**config.mk**
```make
export PLATFORM = sky130hd
export DESIGN_NAME = bcs_datapath
export DESIGN_NICKNAME = d
export VERILOG_FILES = /design/src/bezier_curve_subdivision_defines.svh /design/src/bcs_pkg.sv /design/src/bcs_datapath.sv
export SDC_FILE = /design/constraint.sdc
export NUM_CORES = 2
export LEC_CHECK = 0
export ABC_AREA = 1
export BUFFER_PORTS_ARGS = -buffer_cell sky130_fd_sc_hd__buf_2
export CAP_MARGIN = 20
export CORE_MARGIN = 2
export CORE_UTILIZATION = 46
export DETAILED_ROUTE_END_ITERATION = 16
export GPL_ROUTABILITY_DRIVEN = 0
export MAX_ROUTING_LAYER = met4
export PLACE_DENSITY_LB_ADDON = 0.2
export SLEW_MARGIN = 20
export SYNTH_ARGS = -nofsm -noshare
export SYNTH_HDL_FRONTEND = slang
export SYNTH_SLANG_ARGS = --single-unit
```
**constraint.sdc**
```tcl
create_clock -name clk_i -period 7 [get_ports clk_i]
set_clock_uncertainty 0.2 [all_clocks]
set_input_delay 0 -clock clk_i [delete_from_list [all_inputs] [get_ports clk_i]]
set_output_delay 0 -clock clk_i [all_outputs]
set_load 0.005 [all_outputs]
```
**src/bezier_curve_subdivision_defines.svh**
```systemverilog
// Assertion macros used by the Bezier subdivision controller.
`ifndef BEZIER_CURVE_SUBDIVISION_DEFINES_SVH
`define BEZIER_CURVE_SUBDIVISION_DEFINES_SVH

// Same-cycle implication, sampled on clk_i and disabled while rst_ni is low.
`define BCS_ASSERT_IMP(lbl, ante, cons) \
  lbl: assert property (@(posedge clk_i) disable iff (!rst_ni) (ante) |-> (cons)) \
    else $error("bcs assertion failed");

// Next-cycle implication, sampled on clk_i and disabled while rst_ni is low.
`define BCS_ASSERT_NXT(lbl, ante, cons) \
  lbl: assert property (@(posedge clk_i) disable iff (!rst_ni) (ante) |=> (cons)) \
    else $error("bcs assertion failed");

`endif

```
**src/bcs_pkg.sv**
```systemverilog
// Shared types and constants of the Bezier subdivision block.
package bcs_pkg;

  localparam int MAX_POINTS_DEF  = 16;
  localparam int COORD_WIDTH_DEF = 32;
  localparam int FIELD_W         = 32;
  localparam int IDX_W           = 5;
  localparam int U_W             = 17;
  localparam logic [U_W-1:0] U_ONE   = 17'd65536;
  localparam logic [U_W-1:0] U_RESET = 17'd32768;
  localparam int RND_SHIFT       = 16;
  localparam int RND_HALF        = 32768;
  localparam int WAIT_W          = 2;
  localparam logic [WAIT_W-1:0] DRAIN_LAST = 2'd2;
  localparam logic [WAIT_W-1:0] FLUSH_LAST = 2'd1;

  typedef enum logic [2:0] {
    ST_IDLE,
    ST_ROUND,
    ST_DRAIN,
    ST_EMIT,
    ST_FLUSH
  } bcs_state_e;

  typedef struct packed {
    logic             load;
    logic             rd_en;
    logic             rd_right;
    logic [IDX_W-1:0] addr;
    logic             first;
    logic             last_rd;
    logic [IDX_W-1:0] idx;
    logic             last_res;
    logic             ovf;
  } bcs_cmd_t;

endpackage

```
**src/bcs_datapath.sv**
```systemverilog
// Datapath: point stores, blend pipeline and result register.
module bcs_datapath import bcs_pkg::*; #(
  parameter int MAX_POINTS  = MAX_POINTS_DEF,
  parameter int COORD_WIDTH = COORD_WIDTH_DEF
) (
  input  logic                      clk_i,
  input  logic                      rst_ni,
  input  bcs_cmd_t                  cmd_i,
  input  logic signed [FIELD_W-1:0] point_x_i,
  input  logic signed [FIELD_W-1:0] point_y_i,
  input  logic                      cfg_we_i,
  input  logic [U_W-1:0]            cfg_wdata_i,
  output logic                      result_valid_o,
  output logic                      which_half_o,
  output logic [IDX_W-1:0]          point_index_o,
  output logic signed [FIELD_W-1:0] out_x_o,
  output logic signed [FIELD_W-1:0] out_y_o,
  output logic                      overflowed_o,
  output logic                      last_result_o
);

  localparam int AW = (MAX_POINTS > 1) ? $clog2(MAX_POINTS) : 1;
  localparam int CW = COORD_WIDTH;
  localparam int WW = 2 * CW;
  localparam int DW = CW + 1;
  localparam int PW = DW + U_W + 1;
  localparam int RW = PW - RND_SHIFT;

  logic [WW-1:0] work_mem  [MAX_POINTS];
  logic [WW-1:0] right_mem [MAX_POINTS];
  logic [WW-1:0] work_rd_q, right_rd_q, prev_q;

  bcs_cmd_t cmd1_q;
  logic     v2_q, v3_q;
  logic [AW-1:0] waddr2_q, waddr3_q;
  logic signed [DW-1:0] diff2_q [2];
  logic signed [CW-1:0] a2_q    [2];
  logic signed [CW-1:0] a3_q    [2];
  logic signed [PW-1:0] prod3_q [2];
  logic [U_W-1:0] u_q;

  logic signed [DW-1:0] diff_d [2];
  logic signed [CW-1:0] a_d    [2];
  logic signed [PW-1:0] prod_d [2];
  logic signed [RW-1:0] rnd    [2];
  logic [WW-1:0] blend_w, load_w, emit_w;
  logic s1_work, s1_blend, s1_emit;

  logic                      res_valid_q, half_q, ovf_q, last_q;
  logic [IDX_W-1:0]          idx_q;
  logic signed [FIELD_W-1:0] x_q, y_q;

  assign s1_work  = cmd1_q.rd_en && !cmd1_q.rd_right;
  assign s1_blend = s1_work && !cmd1_q.first;
  assign s1_emit  = cmd1_q.rd_en && (cmd1_q.rd_right || cmd1_q.first);
  assign emit_w   = cmd1_q.rd_right ? right_rd_q : work_rd_q;
  assign load_w   = {CW'(point_x_i), CW'(point_y_i)};

  always_comb begin
    for (int c = 0; c < 2; c++) begin
      a_d[c]    = $signed(prev_q[c*CW +: CW]);
      diff_d[c] = DW'($signed(work_rd_q[c*CW +: CW])) - DW'(a_d[c]);
      prod_d[c] = PW'(diff2_q[c]) * PW'($signed({1'b0, u_q}));
      rnd[c]    = RW'((prod3_q[c] + PW'(RND_HALF)) >>> RND_SHIFT);
      blend_w[c*CW +: CW] = CW'(RW'(a3_q[c]) + rnd[c]);
    end
  end

  always_ff @(posedge clk_i or negedge rst_ni) begin
    if (!rst_ni) begin
      cmd1_q      <= '0;
      v2_q        <= 1'b0;
      v3_q        <= 1'b0;
      res_valid_q <= 1'b0;
      u_q         <= U_RESET;
    end else begin
      cmd1_q      <= cmd_i;
      v2_q        <= s1_blend;
      v3_q        <= v2_q;
      res_valid_q <= s1_emit;
      if (cfg_we_i) begin
        u_q <= (cfg_wdata_i > U_ONE) ? U_ONE : cfg_wdata_i;
      end
    end
  end

  always_ff @(posedge clk_i) begin
    if (cmd_i.load) begin
      work_mem[cmd_i.addr[AW-1:0]] <= load_w;
    end else if (v3_q) begin
      work_mem[waddr3_q] <= blend_w;
    end
    if (cmd_i.rd_en) begin
      work_rd_q  <= work_mem[cmd_i.addr[AW-1:0]];
      right_rd_q <= right_mem[cmd_i.addr[AW-1:0]];
    end
    if (s1_work && cmd1_q.last_rd) begin
      right_mem[cmd1_q.addr[AW-1:0]] <= work_rd_q;
    end
    if (s1_work) begin
      prev_q <= work_rd_q;
    end
    waddr2_q <= cmd1_q.addr[AW-1:0] - AW'(1);
    waddr3_q <= waddr2_q;
    for (int c = 0; c < 2; c++) begin
      diff2_q[c] <= diff_d[c];
      a2_q[c]    <= a_d[c];
      a3_q[c]    <= a2_q[c];
      prod3_q[c] <= prod_d[c];
    end
    half_q <= cmd1_q.rd_right;
    idx_q  <= cmd1_q.idx;
    ovf_q  <= cmd1_q.ovf;
    last_q <= cmd1_q.last_res;
    x_q    <= FIELD_W'(emit_w[CW +: CW]);
    y_q    <= FIELD_W'(emit_w[0 +: CW]);
  end

  assign result_valid_o = res_valid_q;
  assign which_half_o   = half_q;
  assign point_index_o  = idx_q;
  assign out_x_o        = x_q;
  assign out_y_o        = y_q;
  assign overflowed_o   = ovf_q;
  assign last_result_o  = last_q;

endmodule

```
Yosys cells after proc, flatten, opt, wreduce, memory -nomap -nowiden
Memories as Yosys holds them, arrays and structs flattened. A register that Yosys moved wholly into a read port is not among the register bits.
Cells that the tools add are included.
{"block": "word_totals", "ramBits": 2344, "mem_count": 6, "ff_bits": 179}
{"block": "op_classes", "n_mul": 2, "mux": 12, "order_cmp": 1, "n_reduce_logical": 8, "addsub": 7}
{"memory": "right_mem", "depth": 16, "word_bits": 64, "read_ports": 1, "rd_clocked_by_memory_dff": 1, "wr": 1, "line_no": "bcs_datapath.sv:30", "source": "logic [WW-1:0] right_mem [MAX_POINTS];"}
{"memory": "work_mem", "depth": 16, "word_bits": 64, "read_ports": 1, "rd_clocked_by_memory_dff": 1, "wr": 1, "line_no": "bcs_datapath.sv:29", "source": "logic [WW-1:0] work_mem [MAX_POINTS];"}
{"memory": "prod3_q", "depth": 2, "word_bits": 51, "read_ports": 2, "rd_clocked_by_memory_dff": 0, "wr": 2, "line_no": "bcs_datapath.sv:39", "source": "logic signed [PW-1:0] prod3_q [2];"}
{"memory": "diff2_q", "depth": 2, "word_bits": 33, "read_ports": 2, "rd_clocked_by_memory_dff": 0, "wr": 2, "line_no": "bcs_datapath.sv:36", "source": "logic signed [DW-1:0] diff2_q [2];"}
{"memory": "a2_q", "depth": 2, "word_bits": 32, "read_ports": 2, "rd_clocked_by_memory_dff": 0, "wr": 2, "line_no": "bcs_datapath.sv:37", "source": "logic signed [CW-1:0] a2_q [2];"}
{"memory": "a3_q", "depth": 2, "word_bits": 32, "read_ports": 2, "rd_clocked_by_memory_dff": 0, "wr": 2, "line_no": "bcs_datapath.sv:38", "source": "logic signed [CW-1:0] a3_q [2];"}
{"cell": "two-way mux 64 bit", "n": 2}
{"cell": "multiplier 33 x 18 -> 51 bit", "n": 2}
{"cell": "adder 48 x 17 -> 48 bit, second input constant", "n": 2}
{"cell": "subtractor 32 x 32 -> 33 bit", "n": 2}
{"cell": "adder 32 bit", "n": 2}
{"cell": "OR reduction 64 bit", "n": 1}
{"cell": "> comparator 17 bit, second input constant", "n": 1}
{"cell": "two-way mux 17 bit", "n": 1}
{"cell": "two-way mux 1 bit", "n": 8}
{"cell": "logical AND 1 bit", "n": 4}
{"cell": "two-way mux 4 bit", "n": 1}
{"cell": "subtractor 4 x 1 -> 4 bit, second input constant", "n": 1}
{"cell": "logical NOT 1 bit", "n": 2}
{"cell": "logical OR 1 bit", "n": 1}

Depth between registers and ports, before layout
{"block": "logic_depth", "word_depth": 5, "ltp_mapped": 29, "ltp_nobuf": 27}

Worst setup path after synthesis
OpenSTA, ideal clock, no wires.
{"block": "synth_timing", "path_kind": "reg2reg", "startpoint": "reg u_q[4]", "endpoint": "mem prod3_q[0][98] in the netlist's numbering", "required_time_ps": 6687, "setup_slack_ps": 1115, "n_path_buf": 2, "t_arrival_ps": 5572, "setup_ps": 113, "path_stages_with_launch": 23, "synth_period_minus_slack_ps": 5885, "path_cell_list": "dfrtp_1 -> clkbuf_1 -> buf_1 -> nand2_1 -> fa_1 -> fa_1 -> inv_1 -> fa_1 -> fa_1 -> inv_1 -> fa_1 -> inv_1 -> fa_1 -> ha_1 -> inv_1 -> nor3_1 -> nand2_1 -> nor2_1 -> nand3_1 -> nor2_1 -> nor2_1 -> nand3_1 -> nand2_1"}
{"element": "start, declared", "line_no": "bcs_datapath.sv:40", "source": "logic [U_W-1:0] u_q;"}
{"element": "start signal, assigned", "line_no": "bcs_datapath.sv:82", "source": "u_q <= (cfg_wdata_i > U_ONE) ? U_ONE : cfg_wdata_i;"}
{"element": "end, declared", "line_no": "bcs_datapath.sv:39"}

==> impl_metrics.json <==
{
  "status": "finished clean",
  "drc_errors": 0,
  "arrival_ns": 7.03,
  "grt_pass1_vias": 101338,
  "seq_area_frac_synth_pct": 51.4,
  "p_seq_share_pct": 23.7,
  "placed_area_sq_mm": 0.152,
  "mostFrequentLayoutCells": "nand2_1, inv_1, edfxtp_1, nor2_1, o21ai_0",
  "start_kind": "flip-flop",
  "setup-violations-final": 0,
  "port_buffers": 172,
  "synth_top_flop_cell": "edfxtp_1",
  "slew_headroom_pct": 22.9,
  "max_freq_mhz": 154,
  "viasPerCell": 5.44,
  "grt_max_degree": 190,
  "die_area_sq_mm": 0.322,
  "async_reset_ff_share_pct": 1.34,
  "path_class": "flip-flop to flip-flop",
  "p_leak_nw": 69.6,
  "cts_tree": "done",
  "power_density_mw_per_mm2": 498,
  "slew_violations": 0,
  "totalWireLength_mm": 428,
  "cp.required_ns": 7.54,
  "cts_max_path_buffers": 4,
  "met1_length_mm": 183,
  "routedWlPerCell_um": 22.5,
  "post-route-util_pct": 51.5,
  "hpwl_mm": 275,
  "wl_met2_mm": 199,
  "drive_gt1_share_pct": 6.62,
  "vias": 103284,
  "synth_area_sq_mm": 0.146,
  "yosys_warnings": 0,
  "multiInputGateArea_sq_mm": 0.0586,
  "final_antenna_net_count": 0,
  "cts_sinks": 2615,
  "n_fill_cell": 28246,
  "grt_pass1_wl_mm": 640,
  "rsz0062_at_grt": "false",
  "grt.overflow.total": 0,
  "p_int_mw": 42.5,
  "top_layer_used": "met4",
  "fin_crit_sh_pct": 92.7,
  "maxCapViolCount": 0,
  "p_comb_share_pct": 58.3,
  "synth_fp_nets": 15858,
  "h-tree-depth": 5,
  "ys_seq_elements": 2615,
  "hold_violations": 0,
  "cts_root_buffer": "clkbuf_16",
  "synthCells": 14372,
  "die_h_um": 567,
  "power.switching_mw": 38.2,
  "die_w_um": 567,
  "syn2layout_area_growth_pct": 11.2,
  "track_usage_pct": 27.2,
  "fin_crit_ns": 6.49,
  "start_util_pct": 46.3,
  "switching_share_pct": 47.3,
  "synth_edf_count": 2240,
  "clock_latency_ns": 0.89,
  "crit_path_end_kind": "flip-flop",
  "drt_iter0_markers": 10918,
  "hold_depth": 5,
  "hp-class": "primary input to flip-flop",
  "nNetsFinal": 16074,
  "reg2reg_depth": 18,
  "tns_ns": 0,
  "layout_commonest_cell": "nand2_1",
  "ys_types": 59,
  "synth.avg_cell_area_sq_um": 10.1,
  "seq_area_sq_mm": 0.0750,
  "path_clk_slew_ns": 0.06,
  "peakVddDrop_mv": 0.826,
  "route.met3.wl_mm": 32.5,
  "worst_slew_pin_slew_ns": 1.16,
  "numCtsBuffers": 283,
  "firstDrtPassIters": 7,
  "antenna_found_initial": 30,
  "core_sq_mm": 0.315,
  "power_frac_clock_pct": 18.0,
  "num_rows": 206,
  "ios": 174,
  "final_cell_area_sq_mm": 0.162,
  "crit_fanout": 10
}
-- per-stage QoR --
| step | hold slack [ns] | power (mW) | setup slack [ns] | std cells |
|---|---|---|---|---|
| 2_1_floorplan | -0.496 | 50.9 | 1.11 | 14372 |
| 3_3_place_gp | -0.0919 | 65.7 | 0.490 | 18300 |
| 3_5_place_dp | -0.0899 | 65.6 | 0.528 | 18300 |
| 4_1_cts | 0.00392 | 80.7 | 0.518 | 18973 |
| 5_1_grt | 0.0678 | 87.9 | 0.134 | 18991 |
| 6_report | 0.0493 | 80.8 | 0.510 | 18998 |
-- registers in the layout, indices dropped and copies added, names as in the netlist, 17 cells and up --
| register | count |
|---|---|
| a3_q | 64 |
| work_rd_q | 64 |
| work_mem | 1024 |
| right_mem | 1024 |
| u_q | 17 |
| a2_q | 64 |
| diff2_q | 66 |
| right_rd_q | 64 |
| prod3_q | 66 |
| out_x_o | 32 |
| out_y_o | 32 |
| prev_q | 64 |
-- repair_timing --
action / 4_1_cts / 5_1_grt
setup buffers: 0 / 0
gates resized for setup: 0 / 0
hold buffers: 162 / 1
setup endpoints to repair: 0 / 0
hold endpoints to repair: 1225 / 16
-- power groups by stage --
stage               clock network, mW  registers (mW)  logic [mW]
CTS                              14.7            19.2        46.8
global route                     15.3            19.2        53.3
finish                           14.5            19.2        47.1
detailed placement                  0            19.5        46.1
floorplan                           0            18.9        32.0
global placement                    0            19.5        46.2
-- synthesized netlist by cell type (all sizes together) (36+ instances only) --
| cell | count | share of area (%) |
|---|---|---|
| nand2 | 2764 | 7.1 |
| o22ai | 323 | 1.4 |
| clkbuf | 434 | 1.1 |
| o21ai | 1311 | 4.5 |
| xor2 | 106 | 0.64 |
| ha | 353 | 3.0 |
| fa | 1032 | 14 |
| o21bai | 36 | 0.19 |
| nand3 | 341 | 1.2 |
| buf | 273 | 1.1 |
| nor3 | 59 | 0.23 |
| o221ai | 241 | 1.4 |
| nor2 | 1518 | 3.9 |
| xnor2 | 52 | 0.31 |
| a21oi | 218 | 0.75 |
| edfxtp | 2240 | 46 |
| inv | 2473 | 6.4 |
| nand4 | 52 | 0.23 |
| dfxtp | 340 | 4.7 |
| o211ai | 60 | 0.31 |
-- routing by layer --
| metal | track usage (%) | vias up |
|---|---|---|
| met1 | 37.7 | 51437 |
| met3 | 2.93 | 611 |
| met4 | 7.93 | 0 |
| met2 | 42.5 | 4072 |
| li1 | - | 47164 |
| met5 | - | - |
-- final cells by class --
class	instances	share of cell area, %
clock inverters	144	0.745
well taps	4160	3.21
multi-input cells	8575	36.1
inverters	2475	5.75
repair buffers	638	3.18
clock buffers	367	4.75
flip-flops and latches	2615	46.2
diodes	24	0.0370
-- path summary, 6_finish.rpt --
| path | start | end | slack (ns) |
|---|---|---|---|
| setup / recovery | diff2_q[0][32] | prod3_q[0][43] | 0.51 |
| hold / removal | point_y_i[9] | work_mem[9][9] | 0.05 |
| setup reg to reg | diff2_q[0][32] | prod3_q[0][43] | 0.51 |
| hold reg to reg | waddr2_q[2] | waddr3_q[2] | 0.11 |
| max in group asynchronous | rst_ni | cmd1_q[14] | 5.81 |
| min in group asynchronous | rst_ni | u_q[13] | 0.16 |
-- cell families (layout without fill, tap and decap cells) --
logic type / count (synthesis) / in the layout / synth area share (%)
flip-flops: 2615 / 2615 / 51.4
multiplexers: 4 / 4 / 0.0275
AO/OA/AOI/OAI: 2236 / 2236 / 8.83
adder cells (fa/ha/maj): 1385 / 1385 / 17.2
AND/OR/NAND/NOR: 4792 / 4792 / 13.0
XOR/XNOR: 158 / 158 / 0.949
buffers and inverters: 3182 / 3624 / 8.62
other: 0 / 24 / 0
-- critical path: stages (launching register included) --
cell,delay [ns]
dfxtp_1,0.74
nand2_1,0.33
fa_1,0.69
fa_1,0.71
inv_1,0.19
fa_1,0.49
fa_1,0.52
fa_1,0.49
inv_1,0.04
fa_1,0.47
inv_1,0.04
ha_1,0.39
nand2_1,0.13
nor2_1,0.22
nand2_1,0.14
nor2_1,0.19
nand3_1,0.18
nand4_1,0.15
nand2_1,0.08
Power figures use the tool's default switching activity.
