### config.mk
export PLATFORM = sky130hd
export DESIGN_NAME = bcs_ctrl
export DESIGN_NICKNAME = d
export VERILOG_FILES = /design/src/bcs_pkg.sv /design/src/bcs_ctrl.sv
export VERILOG_INCLUDE_DIRS = /design/src /design/src/src
export SDC_FILE = /design/constraint.sdc
export NUM_CORES = 1
export LEC_CHECK = 0
export BUFFER_PORTS_ARGS = -buffer_cell sky130_fd_sc_hd__buf_2
export CAP_MARGIN = 10
export CORE_ASPECT_RATIO = 0.9
export CORE_MARGIN = 5
export CORE_UTILIZATION = 60
export DETAILED_ROUTE_END_ITERATION = 10
export PLACE_DENSITY = 0.91
export REMOVE_ABC_BUFFERS = 1
export SYNTH_ARGS = -nofsm -noshare
export SYNTH_HDL_FRONTEND = slang
export SYNTH_SLANG_ARGS = --single-unit
### constraint.sdc
create_clock -name clk_i -period 6.7 [get_ports clk_i]
set_input_delay 2.01 -clock clk_i [delete_from_list [all_inputs] [get_ports clk_i]]
set_output_delay 2.01 -clock clk_i [all_outputs]
set_load 0.005 [all_outputs]
### src/bezier_curve_subdivision_defines.svh
// Assertion macros used by the Bezier subdivision controller.
`ifndef BEZIER_CURVE_SUBDIVISION_DEFINES_SVH
`define BEZIER_CURVE_SUBDIVISION_DEFINES_SVH

// Same-cycle implication, sampled on clk_i and disabled while rst_ni is low.
`define BCS_ASSERT_IMP(lbl, ante, cons) \
  lbl: assert property (@(posedge clk_i) disable iff (!rst_ni) (ante) |-> (cons)) \
    else $error("bcs assertion failed");

// Next-cycle implication, sampled on clk_i and disabled while rst_ni is low.
`define BCS_ASSERT_NXT(lbl, ante, cons) \
  lbl: assert property (@(posedge clk_i) disable iff (!rst_ni) (ante) |=> (cons)) \
    else $error("bcs assertion failed");

`endif

### src/bcs_pkg.sv
// Shared types and constants of the Bezier subdivision block.
package bcs_pkg;

  localparam int MAX_POINTS_DEF  = 16;
  localparam int COORD_WIDTH_DEF = 32;
  localparam int FIELD_W         = 32;
  localparam int IDX_W           = 5;
  localparam int U_W             = 17;
  localparam logic [U_W-1:0] U_ONE   = 17'd65536;
  localparam logic [U_W-1:0] U_RESET = 17'd32768;
  localparam int RND_SHIFT       = 16;
  localparam int RND_HALF        = 32768;
  localparam int WAIT_W          = 2;
  localparam logic [WAIT_W-1:0] DRAIN_LAST = 2'd2;
  localparam logic [WAIT_W-1:0] FLUSH_LAST = 2'd1;

  typedef enum logic [2:0] {
    ST_IDLE,
    ST_ROUND,
    ST_DRAIN,
    ST_EMIT,
    ST_FLUSH
  } bcs_state_e;

  typedef struct packed {
    logic             load;
    logic             rd_en;
    logic             rd_right;
    logic [IDX_W-1:0] addr;
    logic             first;
    logic             last_rd;
    logic [IDX_W-1:0] idx;
    logic             last_res;
    logic             ovf;
  } bcs_cmd_t;

endpackage

### src/bcs_ctrl.sv
// Controller: point loading, subdivision rounds and result readout sequencing.
`include "bezier_curve_subdivision_defines.svh"

module bcs_ctrl import bcs_pkg::*; #(
  parameter int MAX_POINTS = MAX_POINTS_DEF
) (
  input  logic     clk_i,
  input  logic     rst_ni,
  input  logic     start,
  input  logic     last_point_i,
  output logic     busy,
  output bcs_cmd_t cmd_o
);

  localparam int AW   = (MAX_POINTS > 1) ? $clog2(MAX_POINTS) : 1;
  localparam int CNTW = $clog2(MAX_POINTS + 1);

  bcs_state_e state_q, state_d;
  logic [CNTW-1:0]   count_q, count_d;
  logic              ovf_q, ovf_d;
  logic [AW-1:0]     r_q, r_d, k_q, k_d, top_w;
  logic [WAIT_W-1:0] wait_q, wait_d;
  logic              last_r;

  assign top_w  = AW'(count_q - CNTW'(1) - CNTW'(r_q));
  assign last_r = (r_q == AW'(count_q - CNTW'(1)));

  always_ff @(posedge clk_i or negedge rst_ni) begin
    if (!rst_ni) begin
      state_q <= ST_IDLE;
      count_q <= '0;
      ovf_q   <= 1'b0;
      r_q     <= '0;
      k_q     <= '0;
      wait_q  <= '0;
    end else begin
      state_q <= state_d;
      count_q <= count_d;
      ovf_q   <= ovf_d;
      r_q     <= r_d;
      k_q     <= k_d;
      wait_q  <= wait_d;
    end
  end

  always_comb begin
    state_d   = state_q;
    count_d   = count_q;
    ovf_d     = ovf_q;
    r_d       = r_q;
    k_d       = k_q;
    wait_d    = wait_q;
    cmd_o     = '0;
    cmd_o.ovf = ovf_q;
    busy      = (state_q != ST_IDLE);
    case (state_q)
      ST_IDLE: begin
        if (start) begin
          if (count_q < CNTW'(MAX_POINTS)) begin
            cmd_o.load = 1'b1;
            cmd_o.addr = IDX_W'(count_q);
            count_d    = count_q + CNTW'(1);
          end else begin
            ovf_d = 1'b1;
          end
          if (last_point_i) begin
            state_d = ST_ROUND;
            r_d     = '0;
            k_d     = '0;
          end
        end
      end
      ST_ROUND: begin
        cmd_o.rd_en   = 1'b1;
        cmd_o.addr    = IDX_W'(k_q);
        cmd_o.first   = (k_q == '0);
        cmd_o.last_rd = (k_q == top_w);
        cmd_o.idx     = IDX_W'(r_q);
        if (k_q == top_w) begin
          k_d     = '0;
          wait_d  = '0;
          state_d = ST_DRAIN;
        end else begin
          k_d = k_q + AW'(1);
        end
      end
      ST_DRAIN: begin
        if (wait_q == DRAIN_LAST) begin
          if (last_r) begin
            r_d     = '0;
            state_d = ST_EMIT;
          end else begin
            r_d     = r_q + AW'(1);
            state_d = ST_ROUND;
          end
        end else begin
          wait_d = wait_q + WAIT_W'(1);
        end
      end
      ST_EMIT: begin
        cmd_o.rd_en    = 1'b1;
        cmd_o.rd_right = 1'b1;
        cmd_o.addr     = IDX_W'(r_q);
        cmd_o.idx      = IDX_W'(r_q);
        cmd_o.last_res = last_r;
        if (last_r) begin
          wait_d  = '0;
          state_d = ST_FLUSH;
        end else begin
          r_d = r_q + AW'(1);
        end
      end
      ST_FLUSH: begin
        if (wait_q == FLUSH_LAST) begin
          state_d = ST_IDLE;
          count_d = '0;
          ovf_d   = 1'b0;
        end else begin
          wait_d = wait_q + WAIT_W'(1);
        end
      end
      default: begin
        state_d = ST_IDLE;
      end
    endcase
  end

  `BCS_ASSERT_IMP(a_count_le_max, 1'b1, count_q <= CNTW'(MAX_POINTS))
  `BCS_ASSERT_IMP(a_run_not_empty, state_q != ST_IDLE, count_q != '0)
  `BCS_ASSERT_IMP(a_round_k_le_top, state_q == ST_ROUND, k_q <= top_w)
  `BCS_ASSERT_NXT(a_flush_to_idle, state_q == ST_FLUSH && wait_q == FLUSH_LAST,
                  state_q == ST_IDLE && count_q == '0 && !ovf_q)

endmodule

After elaboration in Yosys (flattened, before gate mapping)

Index checks and enable logic that the tools add are counted.

Word-level logic and storage cells: 86
Output and inout bits: 18
Register bits: 19
Bits of input ports: 4

Order comparisons: 1
Multiplexer cells: 40
Eq/ne operators: 19
$add $sub $neg: 6
Reduce and logical (&&, ||, !) cells: 14

Operator list:

| cell                | number |
|---|---|
| $mux 4              | 7 |
| $mux 5              | 5 |
| $ne 2x2->1 const B  | 11 |
| $mux 3              | 6 |
| $pmux 3 s5          | 1 |
| $pmux 5 s3          | 1 |
| $mux 2              | 6 |
| $pmux 4 s3          | 1 |
| $pmux 5 s2          | 1 |
| $reduce_and 5->1    | 2 |
| $mux 1              | 9 |
| $add 4x1->4 const B | 2 |
| $eq 4x4->1          | 2 |
| $pmux 2 s4          | 1 |
| $pmux 4 s2          | 1 |
| $reduce_and 4->1    | 2 |
| $eq 3x2->1 const B  | 2 |
| $reduce_and 6->1    | 1 |
| $reduce_bool 3->1   | 2 |
| $add 5x1->5 const B | 1 |
| $lt 5x5->1 const B  | 1 |
| $logic_not 4->1     | 1 |
| $reduce_bool 2->1   | 2 |
| $reduce_bool 4->1   | 1 |
| other kinds (11)    | 11 |

Longest topological paths before layout

Gate-level depths: netlist (run 1).

Word-level depth: 5
Gate-level depth with buffers: 9
Gate-level depth less buffers: 9

Worst setup path after synthesis (run 1)

No wires, ideal clock.

Path type: in2out
From: input port start
To: output port cmd_o[10] (netlist name)
Cell stages on the path: 4
Data arrival time: 2.516 ns
Data required time: 4.690 ns
Path buffers: 0
Slack: 2.174 ns
Cells stage by stage: inv_1 -> nor2_1 -> a222oi_1 -> inv_1

RTL lines:

| item               | RTL line       | RTL |
|---|---|---|
| start: declaration | bcs_ctrl.sv:9  | `input logic start,` |
| end: declaration   | bcs_ctrl.sv:12 | `output bcs_cmd_t cmd_o` |

==> metrics.yaml, run 1 <==
status: "completed"
tritoncts: "built"
ys_seq_area_share_pct: 32.7
min_to: "wait_q[0]"
clk_latency_ns: 0.30
die_area_um2: 3510
cts_max_level: 1
critical_path_class: "input pin to output pin"
crit_slowest_cell: "nor2_1"
numPortBuffers: 19
fillers: 199
hpwl_um: 2640
track_usage_pct: 21.5
rsz0062_at_grt: "false"
ys.flop_type: "dfrtp_1"
place_ws_ns: 1.88
maxSlewHeadroom_pct: 42.0
synth_area_per_cell_um2: 8.61
post_cts_buffers: 0
die_w_um: 61.9
fin_util_pct: 65.5
antenna_cells: 0
maxCapViolCount: 0
synthSimpleGateAreaFrac_pct: 18.2
grt-ovfl-total: 0
synth-compound-area-share_pct: 19.6
drtAntennaViolNets: 0
hold_path.class: "register to register"
drc: 0
arrival_ns: 2.83
cp_top_family: "simple AND/OR/NAND/NOR gates"
cts.path.max_buffers: 2
skew_ns: 0.00498
synth_warnings: 0
setup_slack_ns: 1.86
syn2layout_area_growth_pct: 7.22
synth.area.mux_share_pct: 1.46
holdBufCountCts: 0
slowest_delay_ns: 0.36
root_buffer: "clkbuf_4"
via_per_inst: 6.01
synth-xor-area-share_pct: 7.57
total_power_w: 0.000894
post_cts_resized: 0
start_util_pct: 61.1
grt_max_degree: 20
hold_depth: 1
syn_inst: 169
synth_top_family_by_area: "compound AO/OA/AOI/OAI gates"
grt_pass1_wl_um: 5800
slew_viol_final: 0
period_minus_slack_ns: 4.84
min_from: "wait_q[0]"
ys_ff_latch: 19
synthAdderAreaFrac_pct: 9.97
synth.most_common_cell: "inv_1"
first_global_vias: 1231
dr.pass1.iters: 5
synth-async-reset-ratio_pct: 100
power_leakage_nw: 0.767
path_cells: "buf_2 > inv_1 > nor2_1 > a222oi_1 > inv_1 > buf_2"
crit_buf_inv: 4
num_vias: 1269
synthTopCellsByCount: "inv_1, dfrtp_1, nand2_1"
rows: 17
drt_iter0_drc: 64
ys_types: 48
hold_viol: 0
nNetsFinal: 199
clk_pin_slew_worst_paths_ns: 0.11
boundaryPins: 22
drt_wl_total_um: 3370
die_y_um: 56.7
yosys.area.top_type_share_pct: 32.7
synth_edf_count: 0
critPathRequiredTime_ns: 4.69
yosys-top-cells-area: "dfrtp_1, ha_1, inv_1"
regToRegStartpoint: "count_q[0]"
hold_slack_ns: 0.541
r2r_slack_ns: 4.09
rr_worst_depth: 8
wl_per_cell_um: 16.0
pwr_density_cell_nw_per_um2: 573
synth.largest_area_cell: "dfrtp_1"
finalSetupViolCount: 0
crit_path_start_kind: "input pin"
antenna_found_initial: 0
cts_made_buffers: 3
cts.sinks: 19
critPathMaxFanout: 7
finalSetupTns_ns: 0
place_congestion: 0.901
core_area_um2: 2380
tightest_slew_ns: 0.863
end_kind: "output pin"
rr_endpoint: "wait_q[0]"
drive_gt1_share_pct: 18.0
vdd_drop_max_uv: 421
finalCritPeriodShare_pct: 72.3
syn_area_um2: 1460
clock.fmax_mhz: 206
-- worst max-delay path by stage --
| stage | startpoint | to | slack (ns) | depth (start not counted) |
|---|---|---|---|---|
| after floorplan | start | cmd_o[10] | 2.17 | 4 |
| after global placement | start | cmd_o[11] | 1.92 | 6 |
| after detailed placement | start | cmd_o[11] | 1.88 | 6 |
| after CTS | start | cmd_o[11] | 1.88 | 6 |
| after global routing | count_q[0] | cmd_o[7] | 1.66 | 10 |
| final | start | cmd_o[10] | 1.86 | 6 |
-- area by class of cell --
class	count	area, µm²	area share, %
Inverter	25	93.8	6.01
Timing Repair Buffer	19	95.1	6.09
Tap cell	28	35.0	2.25
Multi-Input combinational cell	116	835	53.5
Clock buffer	4	26.3	1.68
Sequential cell	19	475	30.5
-- placed cells by master, fill, tap and decap left out, types with 3 or more instances in the layout --
cell and count:
nor3_1 3, xor2_1 3, nor2_1 8, dfrtp_1 19, o211ai_1 5, a21oi_1 5
o21ai_0 12, nand2_1 13, xnor2_1 5, buf_2 19, inv_1 25, nand3_1 10
clkbuf_4 3, ha_1 10, a222oi_1 4
-- registers in the layout (all words and copies together), names as in the netlist --
name     cells
count_q      5
r_q          4
wait_q       2
state_q      3
k_q          4
ovf_q        1
-- worst register-to-register path, stage by stage, from the launching register on --
cell	delay (ns)
dfrtp_1	0.50
inv_1	0.08
ha_1	0.21
xor2_1	0.16
ha_1	0.36
nand3_1	0.16
o21ai_0	0.56
a21boi_0	0.34
a31oi_1	0.13
-- where the power goes --
group	leakage (nW)	switching [W]	internal (W)	total, W
combinational	0.518	0.000330	0.000256	0.000586
sequential	0.234	0.0000845	0.000163	0.000248
clock	0.0150	0.0000367	0.0000232	0.0000600
-- stage by stage --
stage	std cells	area (µm²)
6_report	211	1560
4_1_cts	211	1560
5_1_grt	211	1560
3_5_place_dp	207	1530
2_1_floorplan	160	1400
3_3_place_gp	207	1530
-- cell families (layout without fill, tap and decap cells) --
kind of cell / count (synthesis) / in the layout
fa+ha+maj: 11 / 11
other cells: 1 / 2
simple gates: 50 / 50
compound gates: 41 / 41
xor+xnor: 10 / 10
flops: 19 / 19
buf+inv: 35 / 48
mux: 2 / 2
-- layer usage --
metal  vias to the layer above  global-route usage (%)  wire (µm)
met2                        42                    34.4       1680
met3                         2                    5.75        230
met4                         0                    4.24         10
li1                        618                       -          -
met5                         -                       0          0
met1                       607                    28.8       1440
Note: power is estimated with default switching activity, not from simulation.
==> run 2: changes to the inputs <==
--- a/config.mk
+++ b/config.mk
@@ -6,13 +6,14 @@
 export SDC_FILE = /design/constraint.sdc
 export NUM_CORES = 1
 export LEC_CHECK = 0
+export ABC_AREA = 1
 export BUFFER_PORTS_ARGS = -buffer_cell sky130_fd_sc_hd__buf_2
 export CAP_MARGIN = 10
 export CORE_ASPECT_RATIO = 0.9
 export CORE_MARGIN = 5
-export CORE_UTILIZATION = 60
+export CORE_UTILIZATION = 51
 export DETAILED_ROUTE_END_ITERATION = 10
-export PLACE_DENSITY = 0.91
+export PLACE_DENSITY = 0.83
 export REMOVE_ABC_BUFFERS = 1
 export SYNTH_ARGS = -nofsm -noshare
 export SYNTH_HDL_FRONTEND = slang
==> constraint.sdc (replaced) <==
create_clock -name clk_i -period 4.2 [get_ports clk_i]
set_input_delay 1.26 -clock clk_i [delete_from_list [all_inputs] [get_ports clk_i]]
set_output_delay 1.26 -clock clk_i [all_outputs]
set_load 0.005 [all_outputs]
==> run 2 against run 1 <==
Compared with the run above: worst setup slack lost 1.4 ns; global-route usage shrank 3.9 points; wire length shrank 0.98%; register-to-register slack lost 2.3 ns; die area grew 22%; synthesized cell count grew 25%; total power grew 56%; critical path type is now register to output pin.
==> metrics.yaml, run 2 <==
root_buffer: "clkbuf_4"
slowest_delay_ns: 0.47
skew_ns: 0.00447
final-seq-area_um2: 475
synth.most_common_cell: "nand2_1"
start_util_pct: 52.2
clk_pin_slew_worst_paths_ns: 0.10
die_area_um2: 4270
rsz0062_at_grt: "false"
final_cell_mix: "nand2_1, inv_1, nor2_1, dfrtp_1, buf_2"
die_y_um: 62.5
nNetsFinal: 247
post_cts_buffers: 0
top_regs: "count_q (5), k_q (4), r_q (4)"
pwr_density_cell_nw_per_um2: 819
first_global_vias: 1272
synthTopCellsByCount: "nand2_1, inv_1, nor2_1"
critical_path_class: "register to output pin"
drive_gt1_share_pct: 20.8
regMostFlops: "count_q"
clock.fmax_mhz: 268
antenna_found_initial: 0
synth.largest_area_cell: "dfrtp_1"
hold_viol: 0
drtAntennaViolNets: 0
place_congestion: 0.867
yosys-top-cells-area: "dfrtp_1, nand2_1, ha_1"
ys_seq_area_share_pct: 30.4
period_minus_slack_ns: 3.72
hold_slack_ns: 0.517
dpl.cell_count: 269
power_leakage_nw: 0.872
syn_inst: 212
wl_per_cell_um: 12.2
path_cells: "inv_1 > ha_1 > inv_1 > fa_1 > xnor2_1 > o21ai_0 > nor2_1 > nand2_1 > nor2_1 > buf_2"
syn_area_um2: 1560
core_area_um2: 3000
numPortBuffers: 19
cts_max_level: 1
die_w_um: 68.4
rows: 19
antenna_cells: 0
dr.pass1.iters: 5
cts.path.max_buffers: 2
ys.flop_type: "dfrtp_1"
holdBufCountCts: 0
finalNonFillerCells: 273
crit_slowest_cell: "dfrtp_1"
finalCritPeriodShare_pct: 88.7
startpoint: "count_q[0]"
critPathMaxFanout: 6
vdd_drop_max_uv: 368
drt_iter0_drc: 106
drt_wl_total_um: 3330
fillers: 288
finalSetupViolCount: 0
synth-async-reset-ratio_pct: 100
critPathRequiredTime_ns: 2.94
hold_path.class: "register to register"
end_kind: "output pin"
synth_warnings: 0
fin_util_pct: 56.9
via_per_inst: 5.07
tritoncts: "built"
hpwl_um: 2720
ys_types: 32
post_cts_resized: 0
crit_buf_inv: 3
final_common_cell: "nand2_1"
boundaryPins: 22
grt_max_degree: 20
maxCapViolCount: 0
syn2layout_area_growth_pct: 8.97
ys_ff_latch: 19
crit_path_start_kind: "register"
grt_pass1_wl_um: 5890
arrival_ns: 2.46
synth_area_per_cell_um2: 7.37
yosys.area.top_type_share_pct: 30.4
cp_top_family: "adder cells"
status: "completed"
regToRegStartpoint: "count_q[0]"
multiInputGateArea_um2: 911
clk_latency_ns: 0.29
num_vias: 1383
total_power_w: 0.00139
cts_made_buffers: 3
drc: 0
min_from: "wait_q[1]"
grt-ovfl-total: 0
slew_viol_final: 0
track_usage_pct: 17.6
synth_edf_count: 0
cts.sinks: 19
finalSetupTns_ns: 0
largest_reg_flops: 5
run 2: cell types whose count changed in the layout (fill, tap and decap cells not counted), moves of 3 or more:
cell	previous run	this run
xnor2_1	5	2
nor2_2	0	4
xor2_1	3	6
nor2_4	0	3
nand4_1	1	5
nor2_1	8	21
nand2_2	0	3
inv_1	25	32
o21ai_0	12	8
nand2_1	13	44
a222oi_1	4	0
inv_2	0	6
run 2: metrics by stage:
stage               setup WS (ns)  cell area [µm²]
floorplan                    1.03             1530
global placement            0.740             1680
detailed placement          0.716             1680
CTS                         0.456             1700
global route                0.253             1700
finish                      0.475             1700
run 2: worst min-delay path, delay by kind of cell, from the launching register on:
kind | cells | cell delay (ns)
AND/OR/NAND/NOR | 2 | 0.11
flip-flops | 1 | 0.38
run 2: cells by family (layout without fill, tap and decap cells):
kind of cell	after synthesis	in the layout	synth area share, %
buf+inv	43	61	11.5
simple gates	99	99	30.4
flops	19	19	30.4
compound gates	31	31	13.6
other cells	1	2	0.240
fa+ha+maj	11	11	9.29
xor+xnor	8	8	4.48
run 2: cell type report:
type                    instances  share of cell area (%)
clock buffers                   4                    1.54
inverters                      38                    8.38
multi-input cells             151                    53.5
flip-flops and latches         19                    27.9
well taps                      42                    3.09
repair buffers                 19                    5.58
run 2: final timing paths:
| check | end | slack, ns | cells after the start |
|---|---|---|---|
| setup / recovery | cmd_o[7] | 0.48 | 10 |
| hold / removal | wait_q[1] | 0.52 | 2 |
| setup reg to reg | state_q[1] | 1.74 | 12 |
| hold reg to reg | wait_q[1] | 0.52 | 2 |
| max in group asynchronous | wait_q[0] | 3.01 | 1 |
| min in group asynchronous | count_q[0] | 0.88 | 1 |
run 2: layer usage:
layer,track usage (%),routed length [µm]
met5,0,0
met4,2.23,17
met3,6.65,267
met2,26.7,1510
met1,24.3,1540
run 2: power by group:
group | internal [W] | total (W) | leakage [nW] | switching, W
Sequential | 0.000249 | 0.000329 | 0.241 | 0.0000795
Clock | 0.0000370 | 0.0000911 | 0.0150 | 0.0000541
Combinational | 0.000356 | 0.000975 | 0.617 | 0.000619
Total | 0.000642 | 0.00139 | 0.872 | 0.000752
==> run 3: changes to the inputs <==
--- a/config.mk
+++ b/config.mk
@@ -14,6 +14,7 @@
 export CORE_UTILIZATION = 51
 export DETAILED_ROUTE_END_ITERATION = 10
 export PLACE_DENSITY = 0.83
+export RECOVER_POWER = 100
 export REMOVE_ABC_BUFFERS = 1
 export SYNTH_ARGS = -nofsm -noshare
 export SYNTH_HDL_FRONTEND = slang
==> run 3 against run 2 <==
Compared with the run above: first-iteration DRC count fell by 21%; maximum frequency grew 0.10%; die area stayed put; worst setup slack better by 0.0039 ns; final area decreased by 3.2%; count of clock-buffer cells in the layout unchanged; critical endpoint unchanged; largest power group unchanged.
==> metrics.yaml, run 3 (synthesis results as in run 2) <==
status: "completed"
maxSlewHeadroom_pct: 31.4
critPathMaxFanout: 6
die_w_um: 68.4
antenna_found_initial: 0
crit_path_start_kind: "register"
track_usage_pct: 17.6
drc: 0
grt-ovfl-total: 0
clk_pin_slew_worst_paths_ns: 0.11
final_common_cell: "nand2_1"
skew_ns: 0.00546
fin_util_pct: 55.0
power_leakage_nw: 0.830
dr.pass1.iters: 4
antenna_cells: 0
hold_viol: 0
hold_path.class: "register to register"
largest_reg_flops: 5
wl_per_cell_um: 12.2
slew_viol_final: 0
arrival_ns: 2.46
p_clk_share_pct: 6.9
top_regs: "count_q (5), k_q (4), r_q (4)"
vdd_drop_max_uv: 334
finalSetupViolCount: 0
post_cts_buffers: 0
root_buffer: "clkbuf_4"
setup_slack_ns: 0.479
nNetsFinal: 247
holdBufCountCts: 0
pwr-share-seq_pct: 24.3
p_comb_share_pct: 68.9
num_vias: 1387
r2r_slack_ns: 1.64
boundaryPins: 22
hpwl_um: 2720
tritoncts: "built"
switching_share_pct: 54.0
grt_max_degree: 20
die_area_um2: 4270
regMostFlops: "count_q"
core_area_um2: 3000
final_cell_mix: "nand2_1, inv_1, nor2_1, dfrtp_1, nand3_1"
rows: 19
hold_slack_ns: 0.519
drt_iter0_drc: 84
cts.path.max_buffers: 2
internal_power_w: 0.000615
cts_max_level: 1
die_y_um: 62.5
finalSetupTns_ns: 0
cts.sinks: 19
via_per_inst: 5.08
tightest_slew_ns: 1.03
grt_pass1_wl_um: 5890
clock.fmax_mhz: 269
post_cts_resized: 0
first_global_vias: 1272
drive_gt1_share_pct: 11.3
rsz0062_at_grt: "false"
critical_path_class: "register to output pin"
total_power_w: 0.00134
period_minus_slack_ns: 3.72
numPortBuffers: 19
pwr_density_cell_nw_per_um2: 812
drt_wl_total_um: 3340
start_util_pct: 52.2
cts_made_buffers: 3
place_congestion: 0.867
critPathRequiredTime_ns: 2.94
syn2layout_area_growth_pct: 5.44
place_ws_ns: 0.716
power.switching_w: 0.000723
maxCapViolCount: 0
drtAntennaViolNets: 0
clk_latency_ns: 0.30
finalCritPeriodShare_pct: 88.6
end_kind: "output pin"
==> run 3: final timing paths <==
| kind | from | to | depth (start not counted) |
|---|---|---|---|
| max in group asynchronous | rst_ni | wait_q[0] | 1 |
| hold reg to reg | wait_q[1] | wait_q[1] | 2 |
| min in group asynchronous | rst_ni | count_q[0] | 1 |
| setup / recovery | count_q[0] | cmd_o[7] | 10 |
| hold / removal | wait_q[1] | wait_q[1] | 2 |
| setup reg to reg | count_q[0] | wait_q[1] | 12 |
==> run 3: stage by stage <==
step                      area [µm²]  cells
final                           1650    273
after detailed placement        1680    269
after global routing            1650    273
after CTS                       1700    273
after global placement          1680    269
after floorplan                 1530    208
==> run 3: routing by layer <==
metal	vias up	wire length (µm)	GRT usage, %
met3	4	208	6.65
li1	720	-	-
met1	628	1580	24.3
met2	35	1520	26.7
met4	0	17	2.23
met5	-	0	0
==> run 3: critical path: stages (launching register included) <==
cell and delay (ns):
dfrtp_1 0.48, inv_1 0.13, ha_1 0.30, inv_1 0.12
fa_1 0.47, xnor2_1 0.16, o21ai_0 0.10, nor2_1 0.10
nand2_1 0.09, nor2_1 0.09, clkbuf_1 0.11
==> run 3: layout make-up <==
type | count | area (µm²)
fill | 309 | 1350
multi-input combinational | 151 | 867
sequential | 19 | 475
inverter | 38 | 143
timing repair buffer | 19 | 83.8
tap | 42 | 52.6
clock buffer | 4 | 26.3
==> run 3: power groups by stage <==
stage / clock network (W) / registers, W / logic (W)
4_1_cts: 0.0000940 / 0.000328 / 0.000976
6_report: 0.0000917 / 0.000325 / 0.000921
3_3_place_gp: 0 / 0.000329 / 0.000952
3_5_place_dp: 0 / 0.000332 / 0.000968
5_1_grt: 0.0000998 / 0.000337 / 0.00106
2_1_floorplan: 0 / 0.000311 / 0.000748
